==> src/hdl/kts_pkg.sv <==
// Shared types, widths and codes of the keyframe track sampler.
`timescale 1ns / 1ps
`default_nettype none

package kts_pkg;

    // Table geometry
    localparam int MaxKeys     = 32;
    localparam int AddrW       = $clog2(MaxKeys);
    localparam int CountW      = $clog2(MaxKeys + 1);

    // Field widths
    localparam int TimeW       = 32;
    localparam int KindW       = 3;
    localparam int DocW        = 16;
    localparam int StatusW     = 2;
    localparam int MixW        = 16;
    localparam int MixFracBits = 16;

    // Stream packing, rounded up to whole bytes
    localparam int InFieldsW   = TimeW + KindW + DocW;
    localparam int InDataW     = ((InFieldsW + 7) / 8) * 8;
    localparam int OutFieldsW  = DocW + 1 + DocW + KindW + MixW;
    localparam int OutDataW    = ((OutFieldsW + 7) / 8) * 8;

    // Operation code carried in tuser
    localparam logic ModeInsert = 1'b0;

    // Status codes
    localparam logic [StatusW-1:0] StOk    = 2'd0;
    localparam logic [StatusW-1:0] StFull  = 2'd1;
    localparam logic [StatusW-1:0] StEmpty = 2'd2;

    // Transition codes
    localparam logic [KindW-1:0] TrHold     = 3'd0;
    localparam logic [KindW-1:0] TrCut      = 3'd1;
    localparam logic [KindW-1:0] TrXfade    = 3'd2;
    localparam logic [KindW-1:0] TrScramble = 3'd3;
    localparam logic [KindW-1:0] TrMorph    = 3'd4;

    // One stored keyframe
    typedef struct packed {
        logic [DocW-1:0]         doc;
        logic [KindW-1:0]        kind;
        logic signed [TimeW-1:0] ftime;
    } entry_t;

    localparam int EntryW = $bits(entry_t);

    // One input item
    typedef struct packed {
        logic                    mode;
        logic signed [TimeW-1:0] ftime;
        logic [KindW-1:0]        kind;
        logic [DocW-1:0]         doc;
    } item_t;

    // One result item
    typedef struct packed {
        logic [StatusW-1:0] status;
        logic [DocW-1:0]    active_doc;
        logic               from_valid;
        logic [DocW-1:0]    from_doc;
        logic [KindW-1:0]   transition;
        logic [MixW-1:0]    mix_q16;
    } result_t;

    // Sequencer states
    typedef enum logic [2:0] {
        S_IDLE,
        S_SCAN,
        S_SHIFT,
        S_PUT,
        S_DIV,
        S_RESULT
    } state_t;

endpackage

`default_nettype wire

==> src/hdl/keyframe_track_sampler_top.sv <==
// Top level of the keyframe track sampler: stream ports and output register.
// An insert runs a linear scan of the table memory over the N keyframes held, then moves
// each entry above the insert point up one place; a sample runs a scan of up to N
// entries, then waits on the bit-serial mix divider.
// Throughput: one item at a time; the next transfer is taken once the result is in the
// output register, which may still wait on the downstream side.
// Reset clears the keyframe count and the control state; table memory is not cleared.
`timescale 1ns / 1ps
`default_nettype none

module keyframe_track_sampler_top (
    input  wire logic                          clk,
    input  wire logic                          rst_n,
    input  wire logic                          s_axis_tvalid,
    output logic                               s_axis_tready,
    // frame_time [31:0], transition_kind [34:32], document_id [50:35], zero pad
    input  wire logic [kts_pkg::InDataW-1:0]   s_axis_tdata,
    // mode [0]
    input  wire logic                          s_axis_tuser,
    output logic                               m_axis_tvalid,
    input  wire logic                          m_axis_tready,
    // active_doc [15:0], from_valid [16], from_doc [32:17], transition [35:33],
    // mix_q16 [51:36], zero pad
    output logic      [kts_pkg::OutDataW-1:0]  m_axis_tdata,
    // status [1:0]
    output logic      [kts_pkg::StatusW-1:0]   m_axis_tuser
);

    localparam int KindLo = kts_pkg::TimeW;
    localparam int DocLo  = kts_pkg::TimeW + kts_pkg::KindW;

    kts_pkg::item_t   item;
    kts_pkg::result_t res;
    kts_pkg::result_t out_reg;
    logic             out_valid_reg;
    logic             res_valid;
    logic             res_take;

    // Unpack the input transfer
    assign item.mode  = s_axis_tuser;
    assign item.ftime = s_axis_tdata[kts_pkg::TimeW-1:0];
    assign item.kind  = s_axis_tdata[KindLo +: kts_pkg::KindW];
    assign item.doc   = s_axis_tdata[DocLo +: kts_pkg::DocW];

    // Output slot is free when empty or draining this cycle
    assign res_take = !out_valid_reg || m_axis_tready;

    kts_ctrl u_ctrl (
        .clk       (clk),
        .rst_n     (rst_n),
        .in_valid  (s_axis_tvalid),
        .item      (item),
        .in_ready  (s_axis_tready),
        .res_valid (res_valid),
        .res_take  (res_take),
        .res       (res)
    );

    // Hold the output valid flag
    always_ff @(posedge clk or negedge rst_n)
    begin
        if (!rst_n)
        begin
            out_valid_reg <= 1'b0;
        end
        else if (res_valid && res_take)
        begin
            out_valid_reg <= 1'b1;
        end
        else if (m_axis_tready)
        begin
            out_valid_reg <= 1'b0;
        end
    end

    // Load the result payload
    always_ff @(posedge clk)
    begin
        if (res_valid && res_take)
        begin
            out_reg <= res;
        end
    end

    // Pack the output transfer
    assign m_axis_tvalid = out_valid_reg;
    assign m_axis_tuser  = out_reg.status;
    assign m_axis_tdata  = kts_pkg::OutDataW'({out_reg.mix_q16, out_reg.transition,
                                               out_reg.from_doc, out_reg.from_valid,
                                               out_reg.active_doc});

endmodule

`default_nettype wire

==> src/hdl/kts_ram.sv <==
// Simple dual-port synchronous RAM with registered read data.
`timescale 1ns / 1ps
`default_nettype none

module kts_ram #(
    parameter int Depth = 32,
    parameter int AddrW = $clog2(Depth),
    parameter int DataW = 8
) (
    input  wire logic             clk,
    input  wire logic             wr_en,
    input  wire logic [AddrW-1:0] wr_addr,
    input  wire logic [DataW-1:0] wr_data,
    input  wire logic             rd_en,
    input  wire logic [AddrW-1:0] rd_addr,
    output logic      [DataW-1:0] rd_data
);

    logic [DataW-1:0] mem [Depth];

    // Write port
    always_ff @(posedge clk)
    begin
        if (wr_en)
        begin
            mem[wr_addr] <= wr_data;
        end
    end

    // Read port, registered read data
    always_ff @(posedge clk)
    begin
        if (rd_en)
        begin
            rd_data <= mem[rd_addr];
        end
    end

endmodule

`default_nettype wire

==> src/hdl/kts_div.sv <==
// Bit-serial restoring divider for the fractional mix.
`timescale 1ns / 1ps
`default_nettype none

module kts_div (
    input  wire logic                         clk,
    input  wire logic                         rst_n,
    input  wire logic                         start,
    input  wire logic [kts_pkg::TimeW-1:0]    num,
    input  wire logic [kts_pkg::TimeW-1:0]    den,
    output logic                              busy,
    output logic      [kts_pkg::MixW-1:0]     quot
);

    localparam int CntW = $clog2(kts_pkg::MixFracBits + 1);
    localparam int WideW = kts_pkg::MixFracBits + kts_pkg::MixW;

    logic [CntW-1:0]                 cnt_reg, cnt_next;
    logic [kts_pkg::TimeW-1:0]       rem_reg, rem_next;
    logic [kts_pkg::TimeW-1:0]       den_reg, den_next;
    logic [kts_pkg::MixFracBits-1:0] q_reg, q_next;
    logic [kts_pkg::TimeW:0]         rem_sh;
    logic [kts_pkg::TimeW:0]         rem_sub;
    logic [WideW-1:0]                q_wide;
    logic [WideW-1:0]                q_lim;

    // Clamp the quotient to the output width
    assign q_wide = {{kts_pkg::MixW{1'b0}}, q_reg};
    assign q_lim  = {{kts_pkg::MixFracBits{1'b0}}, {kts_pkg::MixW{1'b1}}};
    assign quot   = (q_wide > q_lim) ? {kts_pkg::MixW{1'b1}} : q_wide[kts_pkg::MixW-1:0];
    assign busy   = (cnt_reg != '0);

    // One quotient bit per cycle
    always_comb
    begin
        rem_sh   = {rem_reg, 1'b0};
        rem_sub  = rem_sh - {1'b0, den_reg};
        cnt_next = cnt_reg;
        rem_next = rem_reg;
        den_next = den_reg;
        q_next   = q_reg;
        if (start)
        begin
            cnt_next = CntW'(kts_pkg::MixFracBits);
            rem_next = num;
            den_next = den;
            q_next   = '0;
        end
        else if (busy)
        begin
            cnt_next = cnt_reg - CntW'(1);
            if (rem_sh >= {1'b0, den_reg})
            begin
                rem_next = rem_sub[kts_pkg::TimeW-1:0];
                q_next   = {q_reg[kts_pkg::MixFracBits-2:0], 1'b1};
            end
            else
            begin
                rem_next = rem_sh[kts_pkg::TimeW-1:0];
                q_next   = {q_reg[kts_pkg::MixFracBits-2:0], 1'b0};
            end
        end
    end

    // Hold the iteration count
    always_ff @(posedge clk or negedge rst_n)
    begin
        if (!rst_n)
        begin
            cnt_reg <= '0;
        end
        else
        begin
            cnt_reg <= cnt_next;
        end
    end

    // Datapath registers
    always_ff @(posedge clk)
    begin
        rem_reg <= rem_next;
        den_reg <= den_next;
        q_reg   <= q_next;
    end

endmodule

`default_nettype wire

==> src/hdl/kts_ctrl.sv <==
// Sequencer that scans, shifts and samples the keyframe table in memory.
`timescale 1ns / 1ps
`default_nettype none

module kts_ctrl (
    input  wire logic             clk,
    input  wire logic             rst_n,
    input  wire logic             in_valid,
    input  wire kts_pkg::item_t   item,
    output logic                  in_ready,
    output logic                  res_valid,
    input  wire logic             res_take,
    output kts_pkg::result_t      res
);

    kts_pkg::state_t                 state_reg, state_next;
    logic [kts_pkg::CountW-1:0]      count_reg, count_next;
    logic                            op_reg, op_next;
    logic signed [kts_pkg::TimeW-1:0] t_reg, t_next;
    logic [kts_pkg::KindW-1:0]       kind_reg, kind_next;
    logic [kts_pkg::DocW-1:0]        doc_reg, doc_next;
    logic [kts_pkg::AddrW-1:0]       scan_reg, scan_next;
    logic [kts_pkg::AddrW-1:0]       shift_reg, shift_next;
    logic [kts_pkg::AddrW-1:0]       pos_reg, pos_next;
    kts_pkg::entry_t                 prev_reg, prev_next;
    kts_pkg::result_t                res_reg, res_next;

    logic                            rd_en;
    logic [kts_pkg::AddrW-1:0]       rd_addr;
    logic [kts_pkg::EntryW-1:0]      rd_data;
    logic                            wr_en;
    logic [kts_pkg::AddrW-1:0]       wr_addr;
    kts_pkg::entry_t                 wr_entry;
    kts_pkg::entry_t                 cur;
    kts_pkg::entry_t                 new_entry;

    logic [kts_pkg::CountW-1:0]      scan_inc;
    logic [kts_pkg::CountW-1:0]      count_dec;
    logic [kts_pkg::AddrW-1:0]       shift_dec;
    logic [kts_pkg::AddrW-1:0]       shift_dec2;
    logic                            last;
    logic                            full;
    logic [kts_pkg::TimeW:0]         gap_w;
    logic [kts_pkg::TimeW:0]         pos_w;
    logic                            div_start;
    logic                            div_busy;
    logic [kts_pkg::MixW-1:0]        div_quot;

    kts_ram #(
        .Depth (kts_pkg::MaxKeys),
        .AddrW (kts_pkg::AddrW),
        .DataW (kts_pkg::EntryW)
    ) u_ram (
        .clk     (clk),
        .wr_en   (wr_en),
        .wr_addr (wr_addr),
        .wr_data (wr_entry),
        .rd_en   (rd_en),
        .rd_addr (rd_addr),
        .rd_data (rd_data)
    );

    kts_div u_div (
        .clk   (clk),
        .rst_n (rst_n),
        .start (div_start),
        .num   (pos_w[kts_pkg::TimeW-1:0]),
        .den   (gap_w[kts_pkg::TimeW-1:0]),
        .busy  (div_busy),
        .quot  (div_quot)
    );

    // Derived indexes and the interval arithmetic
    assign cur        = kts_pkg::entry_t'(rd_data);
    assign new_entry  = '{doc: doc_reg, kind: kind_reg, ftime: t_reg};
    assign scan_inc   = kts_pkg::CountW'(scan_reg) + kts_pkg::CountW'(1);
    assign count_dec  = count_reg - kts_pkg::CountW'(1);
    assign shift_dec  = shift_reg - kts_pkg::AddrW'(1);
    assign shift_dec2 = shift_reg - kts_pkg::AddrW'(2);
    assign last       = (scan_inc == count_reg);
    assign full       = (count_reg == kts_pkg::CountW'(kts_pkg::MaxKeys));
    assign gap_w      = {cur.ftime[kts_pkg::TimeW-1], cur.ftime}
                      - {prev_reg.ftime[kts_pkg::TimeW-1], prev_reg.ftime};
    assign pos_w      = {t_reg[kts_pkg::TimeW-1], t_reg}
                      - {prev_reg.ftime[kts_pkg::TimeW-1], prev_reg.ftime};

    assign res = res_reg;

    // Next state, memory accesses and result assembly
    always_comb
    begin
        state_next = state_reg;
        count_next = count_reg;
        op_next    = op_reg;
        t_next     = t_reg;
        kind_next  = kind_reg;
        doc_next   = doc_reg;
        scan_next  = scan_reg;
        shift_next = shift_reg;
        pos_next   = pos_reg;
        prev_next  = prev_reg;
        res_next   = res_reg;
        rd_en      = 1'b0;
        rd_addr    = '0;
        wr_en      = 1'b0;
        wr_addr    = '0;
        wr_entry   = new_entry;
        div_start  = 1'b0;
        in_ready   = 1'b0;
        res_valid  = 1'b0;

        case (state_reg)
            kts_pkg::S_IDLE:
            begin
                in_ready = 1'b1;
                if (in_valid)
                begin
                    op_next   = item.mode;
                    t_next    = item.ftime;
                    kind_next = item.kind;
                    doc_next  = item.doc;
                    res_next  = '0;
                    scan_next = '0;
                    if (count_reg == '0)
                    begin
                        // Empty table: an insert goes straight in, a sample reports empty
                        if (item.mode == kts_pkg::ModeInsert)
                        begin
                            wr_en      = 1'b1;
                            wr_addr    = '0;
                            wr_entry   = '{doc: item.doc, kind: item.kind, ftime: item.ftime};
                            count_next = kts_pkg::CountW'(1);
                            res_next.status = kts_pkg::StOk;
                        end
                        else
                        begin
                            res_next.status = kts_pkg::StEmpty;
                        end
                        state_next = kts_pkg::S_RESULT;
                    end
                    else
                    begin
                        rd_en      = 1'b1;
                        rd_addr    = '0;
                        state_next = kts_pkg::S_SCAN;
                    end
                end
            end

            kts_pkg::S_SCAN:
            begin
                if (op_reg == kts_pkg::ModeInsert)
                begin
                    if (cur.ftime < t_reg)
                    begin
                        if (last)
                        begin
                            // Append after the last entry, unless the table is full
                            if (full)
                            begin
                                res_next.status = kts_pkg::StFull;
                            end
                            else
                            begin
                                wr_en      = 1'b1;
                                wr_addr    = count_reg[kts_pkg::AddrW-1:0];
                                count_next = count_reg + kts_pkg::CountW'(1);
                                res_next.status = kts_pkg::StOk;
                            end
                            state_next = kts_pkg::S_RESULT;
                        end
                        else
                        begin
                            rd_en     = 1'b1;
                            rd_addr   = scan_inc[kts_pkg::AddrW-1:0];
                            scan_next = scan_inc[kts_pkg::AddrW-1:0];
                        end
                    end
                    else if (cur.ftime == t_reg)
                    begin
                        // Overwrite the entry with the same time
                        wr_en      = 1'b1;
                        wr_addr    = scan_reg;
                        res_next.status = kts_pkg::StOk;
                        state_next = kts_pkg::S_RESULT;
                    end
                    else if (full)
                    begin
                        res_next.status = kts_pkg::StFull;
                        state_next = kts_pkg::S_RESULT;
                    end
                    else
                    begin
                        // Open a gap: move entries up from the top down
                        pos_next   = scan_reg;
                        shift_next = count_reg[kts_pkg::AddrW-1:0];
                        rd_en      = 1'b1;
                        rd_addr    = count_dec[kts_pkg::AddrW-1:0];
                        state_next = kts_pkg::S_SHIFT;
                    end
                end
                else
                begin
                    if (cur.ftime <= t_reg)
                    begin
                        prev_next = cur;
                        if (last)
                        begin
                            // At or after the last keyframe
                            res_next.active_doc = cur.doc;
                            res_next.transition = kts_pkg::TrHold;
                            state_next = kts_pkg::S_RESULT;
                        end
                        else
                        begin
                            rd_en     = 1'b1;
                            rd_addr   = scan_inc[kts_pkg::AddrW-1:0];
                            scan_next = scan_inc[kts_pkg::AddrW-1:0];
                        end
                    end
                    else if (scan_reg == '0)
                    begin
                        // Before the first keyframe
                        res_next.active_doc = cur.doc;
                        res_next.transition = kts_pkg::TrHold;
                        state_next = kts_pkg::S_RESULT;
                    end
                    else
                    begin
                        state_next = kts_pkg::S_RESULT;
                        case (prev_reg.kind) inside
                            kts_pkg::TrCut:
                            begin
                                res_next.active_doc = cur.doc;
                                res_next.transition = kts_pkg::TrCut;
                            end
                            kts_pkg::TrXfade, kts_pkg::TrScramble, kts_pkg::TrMorph:
                            begin
                                res_next.active_doc = cur.doc;
                                res_next.from_valid = 1'b1;
                                res_next.from_doc   = prev_reg.doc;
                                res_next.transition = prev_reg.kind;
                                div_start  = 1'b1;
                                state_next = kts_pkg::S_DIV;
                            end
                            default:
                            begin
                                res_next.active_doc = prev_reg.doc;
                                res_next.transition = kts_pkg::TrHold;
                            end
                        endcase
                    end
                end
            end

            kts_pkg::S_SHIFT:
            begin
                // Write the entry read last cycle one place up
                wr_en    = 1'b1;
                wr_addr  = shift_reg;
                wr_entry = cur;
                if (shift_dec == pos_reg)
                begin
                    state_next = kts_pkg::S_PUT;
                end
                else
                begin
                    rd_en      = 1'b1;
                    rd_addr    = shift_dec2;
                    shift_next = shift_dec;
                end
            end

            kts_pkg::S_PUT:
            begin
                wr_en      = 1'b1;
                wr_addr    = pos_reg;
                count_next = count_reg + kts_pkg::CountW'(1);
                res_next.status = kts_pkg::StOk;
                state_next = kts_pkg::S_RESULT;
            end

            kts_pkg::S_DIV:
            begin
                if (!div_busy)
                begin
                    res_next.mix_q16 = div_quot;
                    state_next = kts_pkg::S_RESULT;
                end
            end

            kts_pkg::S_RESULT:
            begin
                res_valid = 1'b1;
                if (res_take)
                begin
                    state_next = kts_pkg::S_IDLE;
                end
            end

            default:
            begin
                state_next = kts_pkg::S_IDLE;
            end
        endcase
    end

    // Control state
    always_ff @(posedge clk or negedge rst_n)
    begin
        if (!rst_n)
        begin
            state_reg <= kts_pkg::S_IDLE;
            count_reg <= '0;
        end
        else
        begin
            state_reg <= state_next;
            count_reg <= count_next;
        end
    end

    // Item and working registers
    always_ff @(posedge clk)
    begin
        op_reg    <= op_next;
        t_reg     <= t_next;
        kind_reg  <= kind_next;
        doc_reg   <= doc_next;
        scan_reg  <= scan_next;
        shift_reg <= shift_next;
        pos_reg   <= pos_next;
        prev_reg  <= prev_next;
        res_reg   <= res_next;
    end

endmodule

`default_nettype wire
==> config.mk <==
export PLATFORM = sky130hd
export DESIGN_NAME = keyframe_track_sampler_top
export DESIGN_NICKNAME = d
export VERILOG_FILES = /design/src/hdl/kts_pkg.sv /design/src/hdl/keyframe_track_sampler_top.sv /design/src/hdl/kts_ram.sv /design/src/hdl/kts_div.sv /design/src/hdl/kts_ctrl.sv
export SDC_FILE = /design/constraint.sdc
export NUM_CORES = 2
export LEC_CHECK = 0
export BUFFER_PORTS_ARGS = -buffer_cell sky130_fd_sc_hd__buf_2
export CAP_MARGIN = 10
export CORE_MARGIN = 10
export CORE_UTILIZATION = 57
export DETAILED_ROUTE_END_ITERATION = 16
export GPL_TIMING_DRIVEN = 0
export PLACE_DENSITY_LB_ADDON = 0.2
export SETUP_SLACK_MARGIN = 0.5
export SYNTH_ARGS = -nofsm -noshare
export SYNTH_HDL_FRONTEND = slang
export SYNTH_SLANG_ARGS = --single-unit
export TNS_END_PERCENT = 30
==> constraint.sdc <==
create_clock -name clk -period 6.95 [get_ports clk]
set_input_delay 1.39 -clock clk [delete_from_list [all_inputs] [get_ports clk]]
set_output_delay 1.39 -clock clk [all_outputs]
set_load 0.02 [all_outputs]
=== Word level (Yosys, flattened, before mapping) ===
Memory sizes are Yosys's and may differ from the RTL's. A register that Yosys moved wholly into a read port is not among the register bits.
Cells that the tools add are included.

* Register bits: 321
* Memory bits (writable): 1632
* Output and inout bits: 60
* Memories: 1

* Add/sub/neg operators: 9
* Order comparisons: 4
* Equality and inequality tests: 36
* Muxes and demuxes: 118
* Bitwise logic cells: 4
* Reduce and logical (&&, ||, !) cells: 26

{| class="wikitable"
|+ Memory list
! name !! words !! width !! rd ports !! clocked after memory_dff !! wr ports !! RTL line !! text
|-
| u_ctrl.u_ram.mem || 32 || 51 || 1 || 1 || 1 || kts_ram.sv:19 || <nowiki>logic [DataW-1:0] mem [Depth];</nowiki>
|}

{| class="wikitable"
|+ Operators by type and width
! kind !! number
|-
| $mux W51 || 3
|-
| $mux W5 || 24
|-
| $mux W16 || 7
|-
| $pmux W51 S2 || 1
|-
| $mux W32 || 3
|-
| $sub A32 B32 Y32 || 3
|-
| $pmux W36 S2 || 1
|-
| $mux W17 || 4
|-
| $mux W3 || 18
|-
| $mux W54 || 1
|-
| $mux W6 || 7
|-
| $mux W36 || 1
|-
| $ge A33 B32 Y1 || 1
|-
| $eq A32 B32 Y1 || 1
|-
| $le A32 B32 Y1 || 1
|-
| $lt A32 B32 Y1 || 1
|-
| $pmux W16 S2 || 1
|-
| $mux W1 || 31
|-
| $pmux W5 S2 || 3
|-
| $ne A2 B2 Y1 const B || 13
|-
| $pmux W3 S6 || 1
|-
| $pmux W6 S3 || 1
|-
| $gt A16 B16 Y1 const B || 1
|-
| $pmux W5 S3 || 1
|-
| 37 further kinds || 68
|}

=== Logic depth before layout (Yosys ltp) ===
* Depth in word-level cells: 9
* Depth in mapped cells: 18
* Depth with buffers taken out: 14

=== Hierarchy ===
From an unflattened synthesis, not the netlist that was laid out.

* Cell total of the unflattened synthesis: 5525
* Area total of the unflattened synthesis: 84667.5 um^2

{| class="wikitable"
|+ Modules (own cells, without submodules)
! module !! times used !! cells an instance !! area each (um^2) !! seq. area each (um^2)
|-
| kts_ram || 1 || 3574 || 65053.6 || 50538.5
|-
| kts_ctrl || 1 || 1334 || 12589.6 || 5390.2
|-
| kts_div || 1 || 554 || 5315.1 || 2367.3
|-
| keyframe_track_sampler_top || 1 || 63 || 1709.1 || 1646.6
|}

=== Worst setup path after synthesis ===
Ideal clock, no wire load.

* Path kind: flip-flop to flip-flop
* Start point: register u_ctrl.u_ram.rd_data[23], read port of u_ctrl.u_ram.mem
* End point: memory u_ctrl.u_ram.mem[8][0] (netlist name) (enable)
* Setup time: 465 ps
* Arrival time: 5335 ps
* Data required time: 6485 ps
* Setup slack: 1149 ps
* Cell stages (with the launch flop): 15
* Buffers on the path: 3
* Path through: edfxtp_1 -> ha_1 -> a41oi_2 -> o21ai_1 -> a221o_1 -> or3_4 -> and3_4 -> buf_6 -> buf_2 -> a21oi_1 -> o22ai_1 -> nand2b_1 -> or3_1 -> clkbuf_1 -> nor2b_1

* Longest elaborated chain between the ends: 7
* Elaborated cells on any way between the ends: 12
* Classes of those cells: order compare: 1; eq/ne: 1; mux: 10

{| class="wikitable"
|+ Ends and longest elaborated chain
! item !! RTL line !! text
|-
| from (decl) || kts_ram.sv:16 || <nowiki>output logic [DataW-1:0] rd_data</nowiki>
|-
| parallel branches: the longest is 7 deep, another holds $lt A32 B32 Y1 || -- ||
|-
| to (decl) || kts_ram.sv:19 ||
|}

Parallel ways; which one is timed is not known.

=== Worst setup path after layout ===
* Start point: register u_ctrl.u_ram.rd_data[30], read port of u_ctrl.u_ram.mem
* End point: register u_ctrl.u_ram.rd_data[15], read port of u_ctrl.u_ram.mem, data pin

* Longest elaborated chain between the ends: 5
* Elaborated cells on any way between the ends: 13
* Classes of those cells: order compare: 2; eq/ne: 1; mux: 10

{| class="wikitable"
|+ Ends and longest elaborated chain
! item
|-
| parallel branches: the longest is 5 deep, another holds $lt A32 B32 Y1
|}

Parallel ways; which one is timed is not known.
A chain may end at the register's enable or synchronous reset.

==> impl_metrics.ini <==
[run_status]
outcome = completed

[worst_setup_path]
path_cells = ha_1, nand4_1, or4bb_1, and4bb_2, and2_1, a31o_1, a32oi_1, nand2_2, buf_4, clkbuf_1, buf_2, nand2_1, nand3_1, nand4_1, o211ai_1
endpoint_kind = register
rr_startpoint = u_ctrl.u_ram.rd_data[30]$_DFFE_PP_
startpoint = u_ctrl.u_ram.rd_data[30]$_DFFE_PP_
critical_path_arrival_ns = 6.98
cpMaxStageDelayCell = clkbuf_1
worst_setup_path_start_kind = register
max_stage_delay_ns = 1.04
critPathRequiredTime_ns = 7.43
cp_max_fo = 11
cp_common_cell = nand4_1
crit_type = reg -> reg

[timing]
min_period_ns = 6.50
clock.fmax_ghz = 0.154
worst_pin_slew_ns = 1.38
rsz0062_at_grt = yes
slew_headroom_pct = 7.79
finalCritPeriodShare_pct = 93.5
slew_viol_final = 0
fin_skew_ns = 0.0307
setup_ws_ns = 0.450
tns_ns = 0
finalHoldViolCount = 0
setup_viol = 0

[synth]
synth_warnings = 0
synth_top_cell_by_area = edfxtp_1
synth_top_area_share_pct = 71.2
async_flop_share_pct = 0.749
syn_inst = 6350
synth.avg_cell_area_um2 = 13.1
synthTopCellsByArea = edfxtp_1 71%, nand2_1 6.9%, nand3_1 3.4%
synth_flop_cell = edfxtp_1
syn_area_um2 = 83200
post_synth_num_cell_types = 90
synth-edff-count = 1973
ys_seq_area_share_pct = 72.0
ys_ff_latch = 2004

[final_layout]
syn2layout_area_growth_pct = 14.4
fin_nets = 6987
fin_area_um2 = 95200
largest_reg_flops = 1632
final_common_cell = edfxtp_1
drive_gt1_share_pct = 11.3
final_cell_mix = 1,973 x edfxtp_1, 1,540 x nand2_1, 572 x nand3_1

[clocking]
cts.sinks = 2004
cts_buffers = 195
clkSlewWorstSetupHoldPaths_ns = 0.06
htreeDepth = 4
cts_tree = built
clk_latency_ns = 0.85
cts_setup_buffers = 0
cts_root_buffer = clkbuf_16
cts_max_path_buffers = 3

[die]
start_util_pct = 57.3
die_h_um = 402
die_area_um2 = 162000
core-area_um2 = 145000
die_x_um = 402
ios = 121
row_count = 140

[routing]
firstDrtPassIters = 7
wl_met3_um = 34900
drt_iter0_drc = 8438
postRouteAntennaNets = 0
viasPerCell = 6.38
wl_met1_um = 92400
wl_per_cell_um = 28.7
dr_wl_met2_um = 113000
num_vias = 56600
highest-signal-layer = met5
finalWirelength_um = 255000
route.detailed.drc = 0

[run]
drv_cap = 0

[grt]
overflow = 0
grt_usage_pct = 30.6
antenna_found_initial = 34
grt_max_degree = 55
grt_pass1_wl_um = 363000
grt_pass1_vias = 54000

[min_path]
min_path_type = reg -> reg
min_from = u_ctrl.res[19]$_SDFFCE_PN0P_

[place]
dp_hpwl_um = 181000
place.port_buffers = 111
dpl-instance-area_um2 = 89100
pre_cts_ws_ns = -0.273
place.gp.congestion = 0.927

[power]
power.density_nw_per_um2 = 472
leakage_nw = 33.2
ir_worst_vdd_uv = 220
==> where the power goes <==
group	switching [W]	internal, W	leakage, nW
sequential	0.000869	0.0161	18.2
clock	0.00452	0.00567	2.97
combinational	0.0129	0.00496	12.0
total	0.0183	0.0267	33.2
==> metrics by stage <==
stage	utilization, %	power, W	hold slack (ns)	instances
after CTS	65.4	0.0444	0.417	8861
after global routing	65.5	0.0465	0.422	8866
after global placement	59.3	0.0335	0.404	8381
final	65.5	0.0450	0.418	8872
after floorplan	-	0.0267	0.400	6353
after detailed placement	61.3	0.0343	0.405	8505
==> final cells by class <==
cell class	instances	area, um^2
diodes	9	22.5
plain buffers	349	1600
clock buffers	238	5150
clock inverters	118	913
fillers	10300	50200
inverters	139	524
multi-input cells	3861	21800
flip-flops and latches	2004	59900
well taps	1917	2400
repair buffers	237	2900
==> synthesized netlist by cell type (9+ instances only) <==
| cell | number |
|---|---|
| o21bai_1 | 9 |
| a211oi_1 | 24 |
| nand4_1 | 220 |
| buf_2 | 137 |
| xor2_1 | 34 |
| dfrtp_1 | 15 |
| a21oi_1 | 152 |
| a22oi_1 | 42 |
| o21ai_0 | 122 |
| inv_1 | 138 |
| nor2_1 | 157 |
| xnor2_1 | 74 |
| nor3_1 | 41 |
| a21o_1 | 33 |
| ha_1 | 136 |
| dfxtp_1 | 16 |
| clkbuf_1 | 159 |
| and2_1 | 46 |
| nand3_1 | 572 |
| nor2b_1 | 15 |
| buf_4 | 10 |
| o21a_1 | 15 |
| or3_1 | 17 |
| o211ai_1 | 22 |
| buf_6 | 9 |
| a221oi_1 | 10 |
| and3_1 | 47 |
| buf_1 | 34 |
| a32oi_1 | 86 |
| nand2b_1 | 23 |
| mux2i_1 | 137 |
| edfxtp_1 | 1973 |
| a31oi_1 | 140 |
| nand2_1 | 1540 |
| o22ai_1 | 10 |
==> path summary, 6_finish.rpt <==
path                                                      endpoint  slack (ns)  depth (start not counted)
max in group asynchronous          u_ctrl.count_reg[5]$_DFFE_PN0P_        6.16                          1
worst min register to register          m_axis_tdata[17]$_DFFE_PP_        0.42                          0
worst min-delay path                    m_axis_tdata[17]$_DFFE_PP_        0.42                          0
worst max register to register  u_ctrl.u_ram.rd_data[15]$_DFFE_PP_        0.45                         15
worst max-delay path            u_ctrl.u_ram.rd_data[15]$_DFFE_PP_        0.45                         15
min in group asynchronous                m_axis_tvalid$_DFFE_PN0P_        0.48                          1
==> kinds of logic (layout without fill, tap and decap cells) <==
| kind of cell | count (synthesis) | in the layout | share of synthesized area (%) |
|---|---|---|---|
| and+or+nand+nor | 2743 | 2743 | 14.8 |
| other | 1 | 13 | 0.00450 |
| xor gates and xnor gates | 108 | 108 | 1.14 |
| buffers and inverters | 488 | 1081 | 2.53 |
| AOI/OAI and AO/OA | 730 | 730 | 5.78 |
| adders and majority gates | 139 | 139 | 2.12 |
| DFF | 2004 | 2004 | 72.0 |
| muxes | 137 | 137 | 1.65 |
==> critical path: cells and delay by family (launching register included) <==
family | cells | cell delay (ns)
buf+inv | 3 | 1.92
simple gates | 8 | 2.04
flops | 1 | 0.62
fa+ha+maj | 1 | 0.45
compound gates | 3 | 1.07
==> layer usage <==
| layer | vias to the layer above | track usage (%) |
|---|---|---|
| met5 | - | 0 |
| met4 | 38 | 15.1 |
| met3 | 736 | 9.60 |
| met2 | 3862 | 46.4 |
| met1 | 27500 | 40.1 |
| li1 | 24500 | - |
==> repair_timing <==
action,in CTS,in global routing
pin swaps,0,0
resized for setup,4,3
endpoints found under the setup margin,33,11
hold buffers,0,0
cloned,0,0
No activity file was read; power rests on OpenSTA's default activity.
